### src/hdl/priority_wait_queue_macros.svh
// ----------------------------------------------------------------------------
// priority_wait_queue assertion macros
// Shorthand for the clocked, reset-qualified properties of the wait queue.
// ----------------------------------------------------------------------------
`ifndef PRIORITY_WAIT_QUEUE_MACROS_SVH
`define PRIORITY_WAIT_QUEUE_MACROS_SVH

// Consequent must hold in the same cycle as the antecedent.
`define PWQ_ASSERT_SAME(label, ante, cons, msg) \
    label: assert property (@(posedge i_clk) disable iff (!i_rst_n) \
        (ante) |-> (cons)) else $error(msg);

// Consequent must hold in the cycle after the antecedent.
`define PWQ_ASSERT_NEXT(label, ante, cons, msg) \
    label: assert property (@(posedge i_clk) disable iff (!i_rst_n) \
        (ante) |=> (cons)) else $error(msg);

`endif

### src/hdl/pwq_pkg.sv
// ----------------------------------------------------------------------------
// pwq_pkg
// Shared widths, operation codes and the result record of the wait queue.
// ----------------------------------------------------------------------------
`default_nettype none

package pwq_pkg;

    // Default sizes of the queue storage.
    localparam int DEF_QUEUE_DEPTH    = 32;
    localparam int DEF_ID_WIDTH       = 8;
    localparam int DEF_PRIORITY_WIDTH = 8;

    // Widths of the transaction fields on the ports.
    localparam int OP_W         = 3;
    localparam int ID_FIELD_W   = 8;
    localparam int PRIO_FIELD_W = 8;

    // Operation codes.
    localparam logic [OP_W-1:0] OP_ARM      = 3'd0;
    localparam logic [OP_W-1:0] OP_DISARM   = 3'd1;
    localparam logic [OP_W-1:0] OP_RESLOT   = 3'd2;
    localparam logic [OP_W-1:0] OP_WAKE_ONE = 3'd3;
    localparam logic [OP_W-1:0] OP_WAKE_ALL = 3'd4;

    // One result transaction.
    typedef struct packed {
        logic                    woken_valid;
        logic [ID_FIELD_W-1:0]   woken_id;
        logic                    found;
        logic                    top_changed;
        logic [PRIO_FIELD_W-1:0] head_prio;
        logic                    error;
        logic                    last;
    } t_result;

endpackage

`default_nettype wire

### src/hdl/priority_wait_queue.sv
// ----------------------------------------------------------------------------
// priority_wait_queue
// Waiters kept sorted by priority (lower first, arrival order among equals)
// in one entry memory that a small sequencer scans and shifts one slot at a
// time through its single read port and single write port.
// ----------------------------------------------------------------------------
// Refused or trivial commands answer without touching the memory; a missing id
// or a duplicate arm answers after a scan of the entries. Disarm and arm scan
// and then shift the entries behind the slot; reslot scans and shifts twice;
// wake one shifts every entry down. Wake all reads the head first and then
// gives one result per cycle. A new command is taken in the cycle of the last
// result. Synchronous reset empties the queue only.
`default_nettype none

module priority_wait_queue #(
    parameter int QUEUE_DEPTH    = pwq_pkg::DEF_QUEUE_DEPTH,
    parameter int ID_WIDTH       = pwq_pkg::DEF_ID_WIDTH,
    parameter int PRIORITY_WIDTH = pwq_pkg::DEF_PRIORITY_WIDTH
) (
    input  wire logic                              i_clk,
    input  wire logic                              i_rst_n,
    input  wire logic                              start,
    output logic                                   busy,
    input  wire logic [pwq_pkg::OP_W-1:0]          i_operation,
    input  wire logic [pwq_pkg::ID_FIELD_W-1:0]    i_thread_id,
    input  wire logic [pwq_pkg::PRIO_FIELD_W-1:0]  i_priority_req,
    output logic                                   o_strobe,
    output logic                                   o_woken_valid,
    output logic [pwq_pkg::ID_FIELD_W-1:0]         o_woken_id,
    output logic                                   o_found,
    output logic                                   o_top_changed,
    output logic [pwq_pkg::PRIO_FIELD_W-1:0]       o_head_prio,
    output logic                                   o_error,
    output logic                                   o_last
);

    import pwq_pkg::*;

    // Derived sizes.
    localparam int ADDR_W = $clog2(QUEUE_DEPTH);
    localparam int CNT_W  = $clog2(QUEUE_DEPTH + 1);
    localparam int ID_W   = (ID_WIDTH < ID_FIELD_W) ? ID_WIDTH : ID_FIELD_W;
    localparam logic [PRIORITY_WIDTH-1:0] EMPTY_PRIO = '1;

    // Sequencer states.
    localparam logic [3:0] S_IDLE    = 4'd0;
    localparam logic [3:0] S_SCAN    = 4'd1;
    localparam logic [3:0] S_INS_RD  = 4'd2;
    localparam logic [3:0] S_INS_WR  = 4'd3;
    localparam logic [3:0] S_RM_RD   = 4'd4;
    localparam logic [3:0] S_RM_WR   = 4'd5;
    localparam logic [3:0] S_POP     = 4'd6;
    localparam logic [3:0] S_FIN_RD  = 4'd7;
    localparam logic [3:0] S_FIN     = 4'd8;
    localparam logic [3:0] S_WA_HEAD = 4'd9;
    localparam logic [3:0] S_WA_EMIT = 4'd10;

    // Builds one result record.
    function automatic t_result f_result(
        input logic                      valid,
        input logic [ID_W-1:0]           id,
        input logic                      found,
        input logic                      changed,
        input logic [PRIORITY_WIDTH-1:0] top,
        input logic                      err,
        input logic                      fin
    );
        t_result res;
        res.woken_valid  = valid;
        res.woken_id     = ID_FIELD_W'(id);
        res.found        = found;
        res.top_changed  = changed;
        res.head_prio    = PRIO_FIELD_W'(top);
        res.error        = err;
        res.last         = fin;
        return res;
    endfunction

    // Entry memory and its registered read data.
    logic [ID_W-1:0]           r_mem_id   [QUEUE_DEPTH];
    logic [PRIORITY_WIDTH-1:0] r_mem_prio [QUEUE_DEPTH];
    logic [ID_W-1:0]           r_rd_id;
    logic [PRIORITY_WIDTH-1:0] r_rd_prio;

    // Control state.
    logic [3:0]                r_state, n_state;
    logic [CNT_W-1:0]          r_count, n_count;
    logic [PRIORITY_WIDTH-1:0] r_best, n_best;
    logic                      r_strobe, n_strobe;

    // Operation payload and work registers.
    logic [OP_W-1:0]           r_op, n_op;
    logic [ID_W-1:0]           r_id, n_id;
    logic [PRIORITY_WIDTH-1:0] r_prio, n_prio;
    logic [CNT_W-1:0]          r_idx, n_idx;
    logic [CNT_W-1:0]          r_pos, n_pos;
    logic                      r_pos_set, n_pos_set;
    logic                      r_ins, n_ins;
    logic [ID_W-1:0]           r_popped, n_popped;
    t_result                   r_res, n_res;

    // Memory port controls.
    logic                      wr_en;
    logic [ADDR_W-1:0]         wr_addr;
    logic [ID_W-1:0]           wr_id;
    logic [PRIORITY_WIDTH-1:0] wr_prio;
    logic [ADDR_W-1:0]         rd_addr;

    // Helper values.
    logic [CNT_W-1:0]          idx_inc, idx_inc2, idx_dec;
    logic [PRIORITY_WIDTH-1:0] prio_in, prio_sat, new_best, wa_top;
    logic                      id_match, prio_gt, scan_end, wa_more;

    assign idx_inc  = r_idx + CNT_W'(1);
    assign idx_inc2 = r_idx + CNT_W'(2);
    assign idx_dec  = r_idx - CNT_W'(1);
    assign prio_in  = i_priority_req[PRIORITY_WIDTH-1:0];
    assign prio_sat = (prio_in == EMPTY_PRIO) ? (EMPTY_PRIO - PRIORITY_WIDTH'(1)) : prio_in;
    assign id_match = (r_rd_id == r_id);
    assign prio_gt  = (r_rd_prio > r_prio);
    assign scan_end = (idx_inc == r_count);
    assign new_best = (r_count != '0) ? r_rd_prio : EMPTY_PRIO;
    assign wa_more  = (idx_inc < r_count);
    assign wa_top   = wa_more ? r_rd_prio : EMPTY_PRIO;

    // Sequencer next-state and memory port logic.
    always_comb begin
        n_state   = r_state;
        n_count   = r_count;
        n_best    = r_best;
        n_strobe  = 1'b0;
        n_op      = r_op;
        n_id      = r_id;
        n_prio    = r_prio;
        n_idx     = r_idx;
        n_pos     = r_pos;
        n_pos_set = r_pos_set;
        n_ins     = r_ins;
        n_popped  = r_popped;
        n_res     = r_res;
        wr_en     = 1'b0;
        wr_addr   = r_idx[ADDR_W-1:0];
        wr_id     = r_rd_id;
        wr_prio   = r_rd_prio;
        rd_addr   = '0;

        unique case (r_state)
            S_IDLE: begin
                if (start) begin
                    n_op      = i_operation;
                    n_id      = i_thread_id[ID_W-1:0];
                    n_prio    = prio_sat;
                    n_idx     = '0;
                    n_pos     = '0;
                    n_pos_set = 1'b0;
                    unique case (i_operation) inside
                        OP_ARM: begin
                            n_ins = 1'b1;
                            if (r_count >= CNT_W'(QUEUE_DEPTH)) begin
                                // Full queue refuses the arm.
                                n_strobe = 1'b1;
                                n_res    = f_result(1'b0, '0, 1'b0, 1'b0, r_best, 1'b1, 1'b1);
                            end else if (r_count == '0) begin
                                n_state = S_INS_RD;
                            end else begin
                                n_state = S_SCAN;
                            end
                        end
                        OP_DISARM, OP_RESLOT: begin
                            n_ins = 1'b0;
                            if (r_count == '0) begin
                                n_strobe = 1'b1;
                                n_res    = f_result(1'b0, '0, 1'b0, 1'b0, r_best, 1'b0, 1'b1);
                            end else begin
                                n_state = S_SCAN;
                            end
                        end
                        OP_WAKE_ONE, OP_WAKE_ALL: begin
                            if (r_count == '0) begin
                                n_strobe = 1'b1;
                                n_res    = f_result(1'b0, '0, 1'b0, 1'b0, r_best, 1'b0, 1'b1);
                            end else if (i_operation == OP_WAKE_ONE) begin
                                n_state = S_POP;
                            end else begin
                                n_state = S_WA_HEAD;
                            end
                        end
                        default: begin
                            n_strobe = 1'b1;
                            n_res    = f_result(1'b0, '0, 1'b0, 1'b0, r_best, 1'b0, 1'b1);
                        end
                    endcase
                end
            end

            // One entry per cycle; the next one is read while this one is checked.
            S_SCAN: begin
                rd_addr = idx_inc[ADDR_W-1:0];
                if (r_ins) begin
                    if (r_op == OP_ARM && id_match) begin
                        n_strobe = 1'b1;
                        n_res    = f_result(1'b0, '0, 1'b0, 1'b0, r_best, 1'b1, 1'b1);
                        n_state  = S_IDLE;
                    end else begin
                        if (prio_gt && !r_pos_set) begin
                            n_pos     = r_idx;
                            n_pos_set = 1'b1;
                        end
                        if (scan_end) begin
                            n_state = S_INS_RD;
                            n_idx   = r_count;
                            if (!r_pos_set && !prio_gt) begin
                                n_pos = r_count;
                            end
                        end else begin
                            n_idx = idx_inc;
                        end
                    end
                end else begin
                    if (id_match) begin
                        n_state = S_RM_RD;
                    end else if (scan_end) begin
                        n_strobe = 1'b1;
                        n_res    = f_result(1'b0, '0, 1'b0, 1'b0, r_best, 1'b0, 1'b1);
                        n_state  = S_IDLE;
                    end else begin
                        n_idx = idx_inc;
                    end
                end
            end

            // Open a hole at the insert position, moving entries up from the tail.
            S_INS_RD: begin
                if (r_idx == r_pos) begin
                    wr_en   = 1'b1;
                    wr_id   = r_id;
                    wr_prio = r_prio;
                    n_count = r_count + CNT_W'(1);
                    n_state = S_FIN_RD;
                end else begin
                    rd_addr = idx_dec[ADDR_W-1:0];
                    n_state = S_INS_WR;
                end
            end

            S_INS_WR: begin
                wr_en   = 1'b1;
                n_idx   = idx_dec;
                n_state = S_INS_RD;
            end

            // Close the gap at the removed slot, moving entries down.
            S_RM_RD: begin
                if (scan_end) begin
                    n_count = r_count - CNT_W'(1);
                    if (r_op == OP_RESLOT) begin
                        n_ins     = 1'b1;
                        n_idx     = '0;
                        n_pos     = '0;
                        n_pos_set = 1'b0;
                        n_state   = (r_count == CNT_W'(1)) ? S_INS_RD : S_SCAN;
                    end else begin
                        n_state = S_FIN;
                    end
                end else begin
                    rd_addr = idx_inc[ADDR_W-1:0];
                    n_state = S_RM_WR;
                end
            end

            S_RM_WR: begin
                wr_en   = 1'b1;
                n_idx   = idx_inc;
                n_state = S_RM_RD;
            end

            // Head entry is in the read register; keep its id and remove slot zero.
            S_POP: begin
                n_popped = r_rd_id;
                n_idx    = '0;
                n_state  = S_RM_RD;
            end

            // Head is read after the last write has landed.
            S_FIN_RD: begin
                n_state = S_FIN;
            end

            S_FIN: begin
                n_strobe = 1'b1;
                n_best   = new_best;
                n_res    = f_result(r_op == OP_WAKE_ONE,
                                    (r_op == OP_WAKE_ONE) ? r_popped : '0,
                                    r_op == OP_DISARM || r_op == OP_RESLOT,
                                    new_best != r_best, new_best, 1'b0, 1'b1);
                n_state  = S_IDLE;
            end

            // Wake all walks the entries in order without moving them.
            S_WA_HEAD: begin
                n_popped = r_rd_id;
                rd_addr  = idx_inc[ADDR_W-1:0];
                n_state  = S_WA_EMIT;
            end

            S_WA_EMIT: begin
                n_strobe = 1'b1;
                n_res    = f_result(1'b1, r_popped, 1'b0, wa_top != r_best, wa_top,
                                    1'b0, !wa_more);
                n_best   = wa_top;
                n_popped = r_rd_id;
                if (wa_more) begin
                    n_idx   = idx_inc;
                    rd_addr = idx_inc2[ADDR_W-1:0];
                end else begin
                    n_count = '0;
                    n_state = S_IDLE;
                end
            end

            default: begin
                n_state = S_IDLE;
            end
        endcase
    end

    // Entry memory: one write port, one registered read port.
    always_ff @(posedge i_clk) begin
        if (wr_en) begin
            r_mem_id[wr_addr]   <= wr_id;
            r_mem_prio[wr_addr] <= wr_prio;
        end
        r_rd_id   <= r_mem_id[rd_addr];
        r_rd_prio <= r_mem_prio[rd_addr];
    end

    // Control registers.
    always_ff @(posedge i_clk) begin
        if (!i_rst_n) begin
            r_state  <= S_IDLE;
            r_count  <= '0;
            r_best   <= EMPTY_PRIO;
            r_strobe <= 1'b0;
        end else begin
            r_state  <= n_state;
            r_count  <= n_count;
            r_best   <= n_best;
            r_strobe <= n_strobe;
        end
    end

    // Payload and work registers.
    always_ff @(posedge i_clk) begin
        r_op      <= n_op;
        r_id      <= n_id;
        r_prio    <= n_prio;
        r_idx     <= n_idx;
        r_pos     <= n_pos;
        r_pos_set <= n_pos_set;
        r_ins     <= n_ins;
        r_popped  <= n_popped;
        r_res     <= n_res;
    end

    // Outputs.
    assign busy           = (r_state != S_IDLE);
    assign o_strobe       = r_strobe;
    assign o_woken_valid  = r_res.woken_valid;
    assign o_woken_id     = r_res.woken_id;
    assign o_found        = r_res.found;
    assign o_top_changed  = r_res.top_changed;
    assign o_head_prio    = r_res.head_prio;
    assign o_error        = r_res.error;
    assign o_last         = r_res.last;

    // Checks on the sequencer.
`include "priority_wait_queue_macros.svh"

    `PWQ_ASSERT_NEXT(a_start_answered, start && !busy, o_strobe || busy, "command dropped")
    `PWQ_ASSERT_SAME(a_error_keeps_count, o_strobe && o_error, $stable(r_count), "refused arm moved count")
    `PWQ_ASSERT_SAME(a_run_continues, o_strobe && !o_last, busy, "wake-all run cut short")
    `PWQ_ASSERT_SAME(a_empty_prio, !busy && r_count == '0, r_best == EMPTY_PRIO, "empty queue has a head")

endmodule

`default_nettype wire
### config.mk
export PLATFORM = sky130hd
export DESIGN_NAME = priority_wait_queue
export DESIGN_NICKNAME = d
export VERILOG_FILES = /design/src/hdl/pwq_pkg.sv /design/src/hdl/priority_wait_queue.sv
export VERILOG_INCLUDE_DIRS = /design/src /design/src/hdl
export SDC_FILE = /design/constraint.sdc
export NUM_CORES = 1
export LEC_CHECK = 0
export BUFFER_PORTS_ARGS = -buffer_cell sky130_fd_sc_hd__buf_4
export CAP_MARGIN = 15
export CORE_MARGIN = 2
export CORE_UTILIZATION = 60
export DETAILED_ROUTE_END_ITERATION = 16
export GPL_TIMING_DRIVEN = 0
export PLACE_DENSITY_LB_ADDON = 0.08
export RECOVER_POWER = 100
export SLEW_MARGIN = 40
export SYNTH_ARGS = -nofsm -noshare
export SYNTH_HDL_FRONTEND = slang
export SYNTH_SLANG_ARGS = --single-unit
### constraint.sdc
create_clock -name i_clk -period 5.15 [get_ports i_clk]
set_input_delay 0.2575 -clock i_clk [delete_from_list [all_inputs] [get_ports i_clk]]
set_output_delay 0.2575 -clock i_clk [all_outputs]
set_load 0.1 [all_outputs]
==> metrics.yaml, run 1 <==
rsz0062_at_grt: "yes"
final_util_pct: 69.0
cp-end-kind: "register"
vdd_drop_max_mv: 0.479
maxSlewViolCount: 604
hp-class: "input pin to register"
postCtsSetupBuffers: 0
ios: 45
hold_ws_ns: 0.0612
grtUsageTotal_pct: 31.4
crit_end: "r_rd_id[3]"
crit_start: "r_idx[1]"
dieHeight_um: 210
max_clock_freq_ghz: 0.196
reg2reg_slack_ns: 0.04
fin_area_sq_um: 28900
violations: "capacitance limit, slew limit"
async_reset_ff_share_pct: 0
clk_latency_ns: 0.64
final_common_cell: "edfxtp_1"
synth-main-ff-cell: "edfxtp_1"
tritoncts: "done"
r2r_cells: 16
drv_cap: 35
nNetsFinal: 2095
p_leak_uw: 0.0101
crit_path_max_fanout: 10
dp_hpwl_mm: 45.0
finalWirelength_mm: 68.5
top_layer: "met4"
wl_per_cell_um: 26.0
firstDrtPassIters: 6
antenna_cells: 0
synth_seq_area_share_pct: 70.5
syn_inst: 1913
crit_required_ns: 5.62
die_area_sq_um: 44100
yosysTopAreaCellShare_pct: 67.8
clock-sinks: 609
status: "finished with violations"
htreeDepth: 2
yosysWarnings: 0
drt-met1-wl_mm: 26.9
syn_nets: 1961
timing.rr.start: "r_idx[1]"
cp.arrival_ns: 5.59
mostFrequentLayoutCells: "574 x edfxtp_1, 436 x nand2_1, 143 x nand3_1"
grt_overflow: 0
ys_seq_elements: 609
antenna_found_initial: 0
setup_violations: 0
die_x_um: 210
min_period_ns: 5.11
cts_root_buf: "clkbuf_16"
worst_slew_pin_slew_ns: 2.63
core_area_sq_um: 41900
synth_edf_count: 574
synth_cell_types: 72
syn-cell-area_sq_um: 25400
fin_crit_sh_pct: 99.3
yosys-top-cells-area: "edfxtp_1 68%, nand2_1 6.4%, mux2i_1 2.8%, nand3_1 2.8%, dfxtp_1 2.8%"
fillCellCount: 2956
wl_met2_mm: 31.8
port_buffers: 44
hold_viol: 0
cts_made_buffers: 60
powerDensity_nw_per_um2: 597
grt_max_degree: 33
vias: 16700
placed_area_sq_um: 26900
yosys.area.top_type: "edfxtp_1"
core.rowCount: 75
start_util_pct: 60.8
grt_pass1_wl_mm: 101
via_per_inst: 6.34
drt_iter0_drc: 1888
ant_nets: 0
clkTransAtPathRegs_ns: 0.07
clock_skew_ns: 0.0222
met3_wirelength_mm: 6.67
avgSynthCellArea_sq_um: 13.3
critical_path_class: "register to register"
gp_congestion: 0.934
hold_depth: 3
areaGrowthSynthToFinish_pct: 13.6
drc_errors: 0
startpoint_type: "register"
layout-drive-gt1-share_pct: 11.7
first_global_vias: 16000
reg2reg_to: "r_rd_id[3]"
cts_max_path_buffers: 3
maxSlewHeadroom_pct: -77.2
-- where the power goes --
part           internal [uW]  leakage (uW)  switching (uW)
clock                   2660       0.00102            1920
combinational           1560       0.00363            4440
sequential              6440       0.00546             220
-- state kept, by name (all words and copies together), names as in the netlist, 3 cells and up --
signal	flops
r_popped	8
o_head_prio	8
r_prio	8
r_op	3
r_idx	6
r_rd_prio	8
r_mem_prio	256
r_rd_id	8
r_mem_id	256
r_count	6
r_pos	6
o_woken_id	8
r_id	8
r_best	8
r_state	4
-- through the flow --
stage               setup TNS [ns]  std cells  worst slack [ns]  total power [uW]
finish                           0       2638            0.0384             17200
global route               -0.0497       2638           -0.0427             17800
CTS                              0       2638           0.00638             17200
detailed placement           -3.76       2505            -0.465             12600
global placement           -170.14       2496             -1.08             12300
floorplan                        0       1913              1.33             10200
-- per-layer routing --
metal,GRT usage [%],vias up
met5,0,-
met4,13.0,0
met3,5.13,173
met2,50.2,889
met1,43.4,8210
li1,-,7466
-- synth_stat cells, types with 5 or more instances --
library cell  number
a211oi_1          12
a21o_1             5
a21oi_1           27
a311oi_1          32
a31oi_1           36
a32oi_1           62
and2_1            17
and3_1             5
buf_2             49
buf_4             12
buf_6             10
clkbuf_1          46
dfxtp_1           35
edfxtp_1         574
ha_1              26
inv_1             22
mux2_2             9
mux2i_1           72
nand2_1          436
nand2b_1           6
nand3_1          143
nand4_1           11
nor2_1            80
nor2b_1            7
nor3_1            16
nor3b_1            5
nor4_1            17
o21ai_0           20
o22ai_1           18
xnor2_1           15
xor2_1            16
-- critical path: stages, from the launching register on --
cell and delay, ns:
edfxtp_1 0.46, clkbuf_2 0.30, inv_1 0.16, ha_1 0.49, ha_1 0.37, nor2b_1 0.13
o21ai_1 0.06, and3_1 0.23, and2_1 0.19, buf_6 0.14, a221oi_2 0.53, buf_2 0.31
nor2_2 0.13, clkbuf_1 0.32, a32oi_1 0.37, a31oi_1 0.29, nor4_1 0.45
-- how the worst min path moves through the flow --
stage,from,to
finish,i_rst_n,r_count[5]
detailed placement,i_thread_id[6],r_id[6]
CTS,i_rst_n,r_count[2]
global placement,i_thread_id[3],r_id[3]
global route,i_rst_n,r_count[5]
floorplan,i_thread_id[0],r_id[0]
-- cells by family (layout without fill, tap and decap cells) --
logic type               count (synthesis)  in the layout  share of synthesized area, %
multiplexers                            85             85                          3.59
XOR/XNOR                                31             31                          1.07
flip-flops                             609            609                          70.5
AND/OR/NAND/NOR                        763            763                          13.2
adder cells (fa/ha/maj)                 26             26                          1.28
AO/OA/AOI/OAI                          254            254                          7.50
buffers and inverters                  145            331                          2.87
-- layout make-up --
| cell class | count | area [sq um] | area share [%] |
|---|---|---|---|
| flip-flops and latches | 609 | 17900 | 62.1 |
| clock buffers | 70 | 1580 | 5.47 |
| repair buffers | 72 | 479 | 1.66 |
| multi-input cells | 1159 | 6990 | 24.2 |
| plain buffers | 120 | 641 | 2.22 |
| clock inverters | 44 | 494 | 1.71 |
| inverters | 25 | 98.8 | 0.342 |
| well taps | 539 | 674 | 2.33 |
-- repair_timing --
| action | 4_1_cts | 5_1_grt |
|---|---|---|
| endpoints found under the hold margin | 19 | 0 |
| gates resized for setup | 11 | 25 |
| setup endpoints to repair | 16 | 16 |
| hold buffers | 19 | 0 |
| pin swaps | 0 | 1 |
(Power assumes the default switching activity.)
==> run 2: changes to the inputs <==
--- a/config.mk
+++ b/config.mk
@@ -6,10 +6,10 @@
 export SDC_FILE = /design/constraint.sdc
 export NUM_CORES = 1
 export LEC_CHECK = 0
-export BUFFER_PORTS_ARGS = -buffer_cell sky130_fd_sc_hd__buf_4
+export BUFFER_PORTS_ARGS = -buffer_cell sky130_fd_sc_hd__buf_2
 export CAP_MARGIN = 15
 export CORE_MARGIN = 2
-export CORE_UTILIZATION = 60
+export CORE_UTILIZATION = 35
 export DETAILED_ROUTE_END_ITERATION = 16
 export GPL_TIMING_DRIVEN = 0
 export PLACE_DENSITY_LB_ADDON = 0.08
==> run 2 against run 1 <==
Net effect:
- the flow still finishes with violations (capacitance limit, slew limit)
- final area rose by 3.2%
- highest routed layer is now met5
- via count fell by 2.4%
- first-iteration DRC count fell by 20%
==> metrics.yaml, run 2 (synthesized netlist as in run 1, its figures left out) <==
powerDensity_nw_per_um2: 592  # -0.80%
clkTransAtPathRegs_ns: 0.06  # about the same
hp-class: "input pin to register"
min_to: "r_count[5]"
maxSlewViolCount: 353  # -42%
cts_made_buffers: 71  # +18%
clk_latency_ns: 0.62  # -0.02 ns
cts_root_buf: "clkbuf_16"
core_area_sq_um: 71700  # +71%
placed_area_sq_um: 27500  # +2.1%
vdd_drop_max_mv: 0.478  # -0.33%
timing.rr.start: "r_idx[1]"
grt_max_degree: 33  # unchanged
first_global_vias: 16100  # +0.41%
seq_area_sq_um: 17900  # unchanged
port_buffers: 44  # unchanged
netSwitchingPower_uw: 6910  # +5.0%
layout-drive-gt1-share_pct: 13.7  # +2.1 points
placed_cells: 2924  # +17%
crit_required_ns: 5.60  # -0.02 ns
switching_share_pct: 39.2  # +1.0 points
core.rowCount: 98  # +31%
seq_power_share_pct: 37.7  # -0.9 points
clock-sinks: 609  # unchanged
dieHeight_um: 274  # +30%
multiInputGateArea_sq_um: 7320  # +4.7%
total_power_uw: 17600  # +2.3%
ios: 45  # unchanged
fin_area_sq_um: 29800  # +3.2%
grt_pass1_wl_mm: 113  # +12%
htreeDepth: 3  # +1
via_per_inst: 5.33  # -16%
final_util_pct: 41.5  # -27 points
reg_top3: "r_mem_id: 256 flops, r_mem_prio: 256 flops"
nNetsFinal: 2114  # +0.91%
startpoint_type: "register"
worst_slew_pin_slew_ns: 2.17  # -0.462 ns
min_period_ns: 5.10  # -0.0118 ns
intPower_uw: 10700  # +0.68%
hold_viol: 0  # unchanged
mostFrequentLayoutCells: "574 x edfxtp_1, 434 x nand2_1, 143 x nand3_1"
vias: 16300  # -2.4%
critical_path_class: "register to register"
hold_depth: 3  # unchanged
violations: "capacitance limit, slew limit"
die_area_sq_um: 74800  # +70%
max_clock_freq_ghz: 0.196  # +0.23%
die_x_um: 274  # +30%
antenna_found_initial: 2  # +2
grt_overflow: 0  # unchanged
drt_iter0_drc: 1513  # -20%
clock_skew_ns: 0.0207  # -0.00158 ns
grtUsageTotal_pct: 20.8  # -11 points
tritoncts: "done"
postCtsSetupBuffers: 0  # unchanged
reg2reg_slack_ns: 0.05  # about the same
drv_cap: 13  # -63%
reg2reg_to: "r_rd_prio[3]"
ant_nets: 0  # unchanged
r2r_cells: 17  # +1
status: "finished with violations"
dp_hpwl_mm: 52.8  # +17%
start_util_pct: 35.5  # -25 points
cp-end-kind: "register"
wl_per_cell_um: 25.3  # -2.5%
finalWirelength_mm: 77.7  # +13%
cp.arrival_ns: 5.55  # -0.04 ns
areaGrowthSynthToFinish_pct: 17.2
fillCellCount: 6787  # +130%
drc_errors: 0  # unchanged
fin_cells: 3067  # +16%
crit_path_max_fanout: 10  # unchanged
p_leak_uw: 0.0102  # +0.83%
comb_power_share_pct: 35.6  # +0.8 points
setup_violations: 0  # unchanged
maxSlewHeadroom_pct: -46.1  # +31 points
power_frac_clock_pct: 26.7  # +0.2 points
final_common_cell: "edfxtp_1"
gp_congestion: 0.843  # -9.8%
fin_crit_sh_pct: 99.0  # -0.23 points
antenna_cells: 0  # unchanged
min_from: "i_rst_n"
finalSetupTns_ns: 0  # unchanged
cts_max_path_buffers: 3  # unchanged
firstDrtPassIters: 5  # -1
run 2: changes by cell type in the layout (fill, tap and decap cells not counted), moves of 7 or more:
cell       delta
a31oi_1       -9
a31oi_2       +8
buf_2        +11
bufinv_16     -7
clkbuf_1     +14
clkbuf_16    +11
clkbuf_2     +10
clkbuf_4     -16
nor2_1       -29
nor2_4       +27
run 2: per-layer routing:
layer,part of all wire [%],track usage [%]
met1,46,29.5
met2,46,32.9
met3,4.8,3.18
met4,2.9,6.43
met5,0.017,0
run 2: final cells by class:
| cell class | count | area share (%) |
|---|---|---|
| clock buffers | 90 | 6.27 |
| clock inverters | 34 | 0.865 |
| inverters | 25 | 0.332 |
| repair buffers | 80 | 1.63 |
| well taps | 950 | 3.99 |
| multi-input cells | 1159 | 24.6 |
| flip-flops and latches | 609 | 60.2 |
| plain buffers | 120 | 2.17 |
run 2: what timing repair did:
action / in CTS / in global routing
endpoints found under the hold margin: 19 / 0
pin swaps: 0 / 4
resized for setup: 34 / 35
endpoints found under the setup margin: 16 / 16
hold buffers: 19 / 0
run 2: worst max-delay path, stage by stage (launching register included):
cell and delay, ns:
edfxtp_1 0.48, ha_1 0.35, nand3_1 0.16, xor2_2 0.30
inv_1 0.08, ha_1 0.30, and4_2 0.32, o21ai_1 0.08
and3_1 0.23, and2_1 0.19, buf_6 0.14, a221oi_2 0.46
buf_2 0.30, nor2_2 0.14, clkbuf_1 0.32, a32oi_1 0.33
a31oi_1 0.23, nor4_2 0.50
run 2: worst max path at each step:
stage          startpoint           endpoint  slack [ns]  cells past startpoint
6_report         r_idx[1]       r_rd_prio[3]        0.05                     17
5_1_grt          r_idx[1]         r_rd_id[1]       -0.08                     17
4_1_cts          r_idx[1]       r_rd_prio[5]       -0.01                     17
3_5_place_dp     r_idx[3]       r_rd_prio[0]       -0.59                     18
3_3_place_gp     r_idx[1]  r_mem_prio[26][1]       -1.85                      6
2_1_floorplan    r_idx[1]          r_pos_set        1.33                      9
run 2: power by group through the flow:
stage	clock [uW]	combinational, uW	sequential [uW]
CTS	4820	6400	6620
global route	5010	6700	6690
finish	4710	6270	6660
detailed placement	0	6200	6720
global placement	0	5820	6800
floorplan	0	3150	7030
run 2: per-stage QoR:
| stage | worst slack, ns | hold slack (ns) |
|---|---|---|
| after CTS | -0.0133 | 0.0686 |
| final | 0.0503 | 0.0932 |
| after global routing | -0.0833 | 0.0981 |
| after detailed placement | -0.592 | 0.436 |
| after global placement | -1.85 | 0.438 |
| after floorplan | 1.33 | 0.356 |
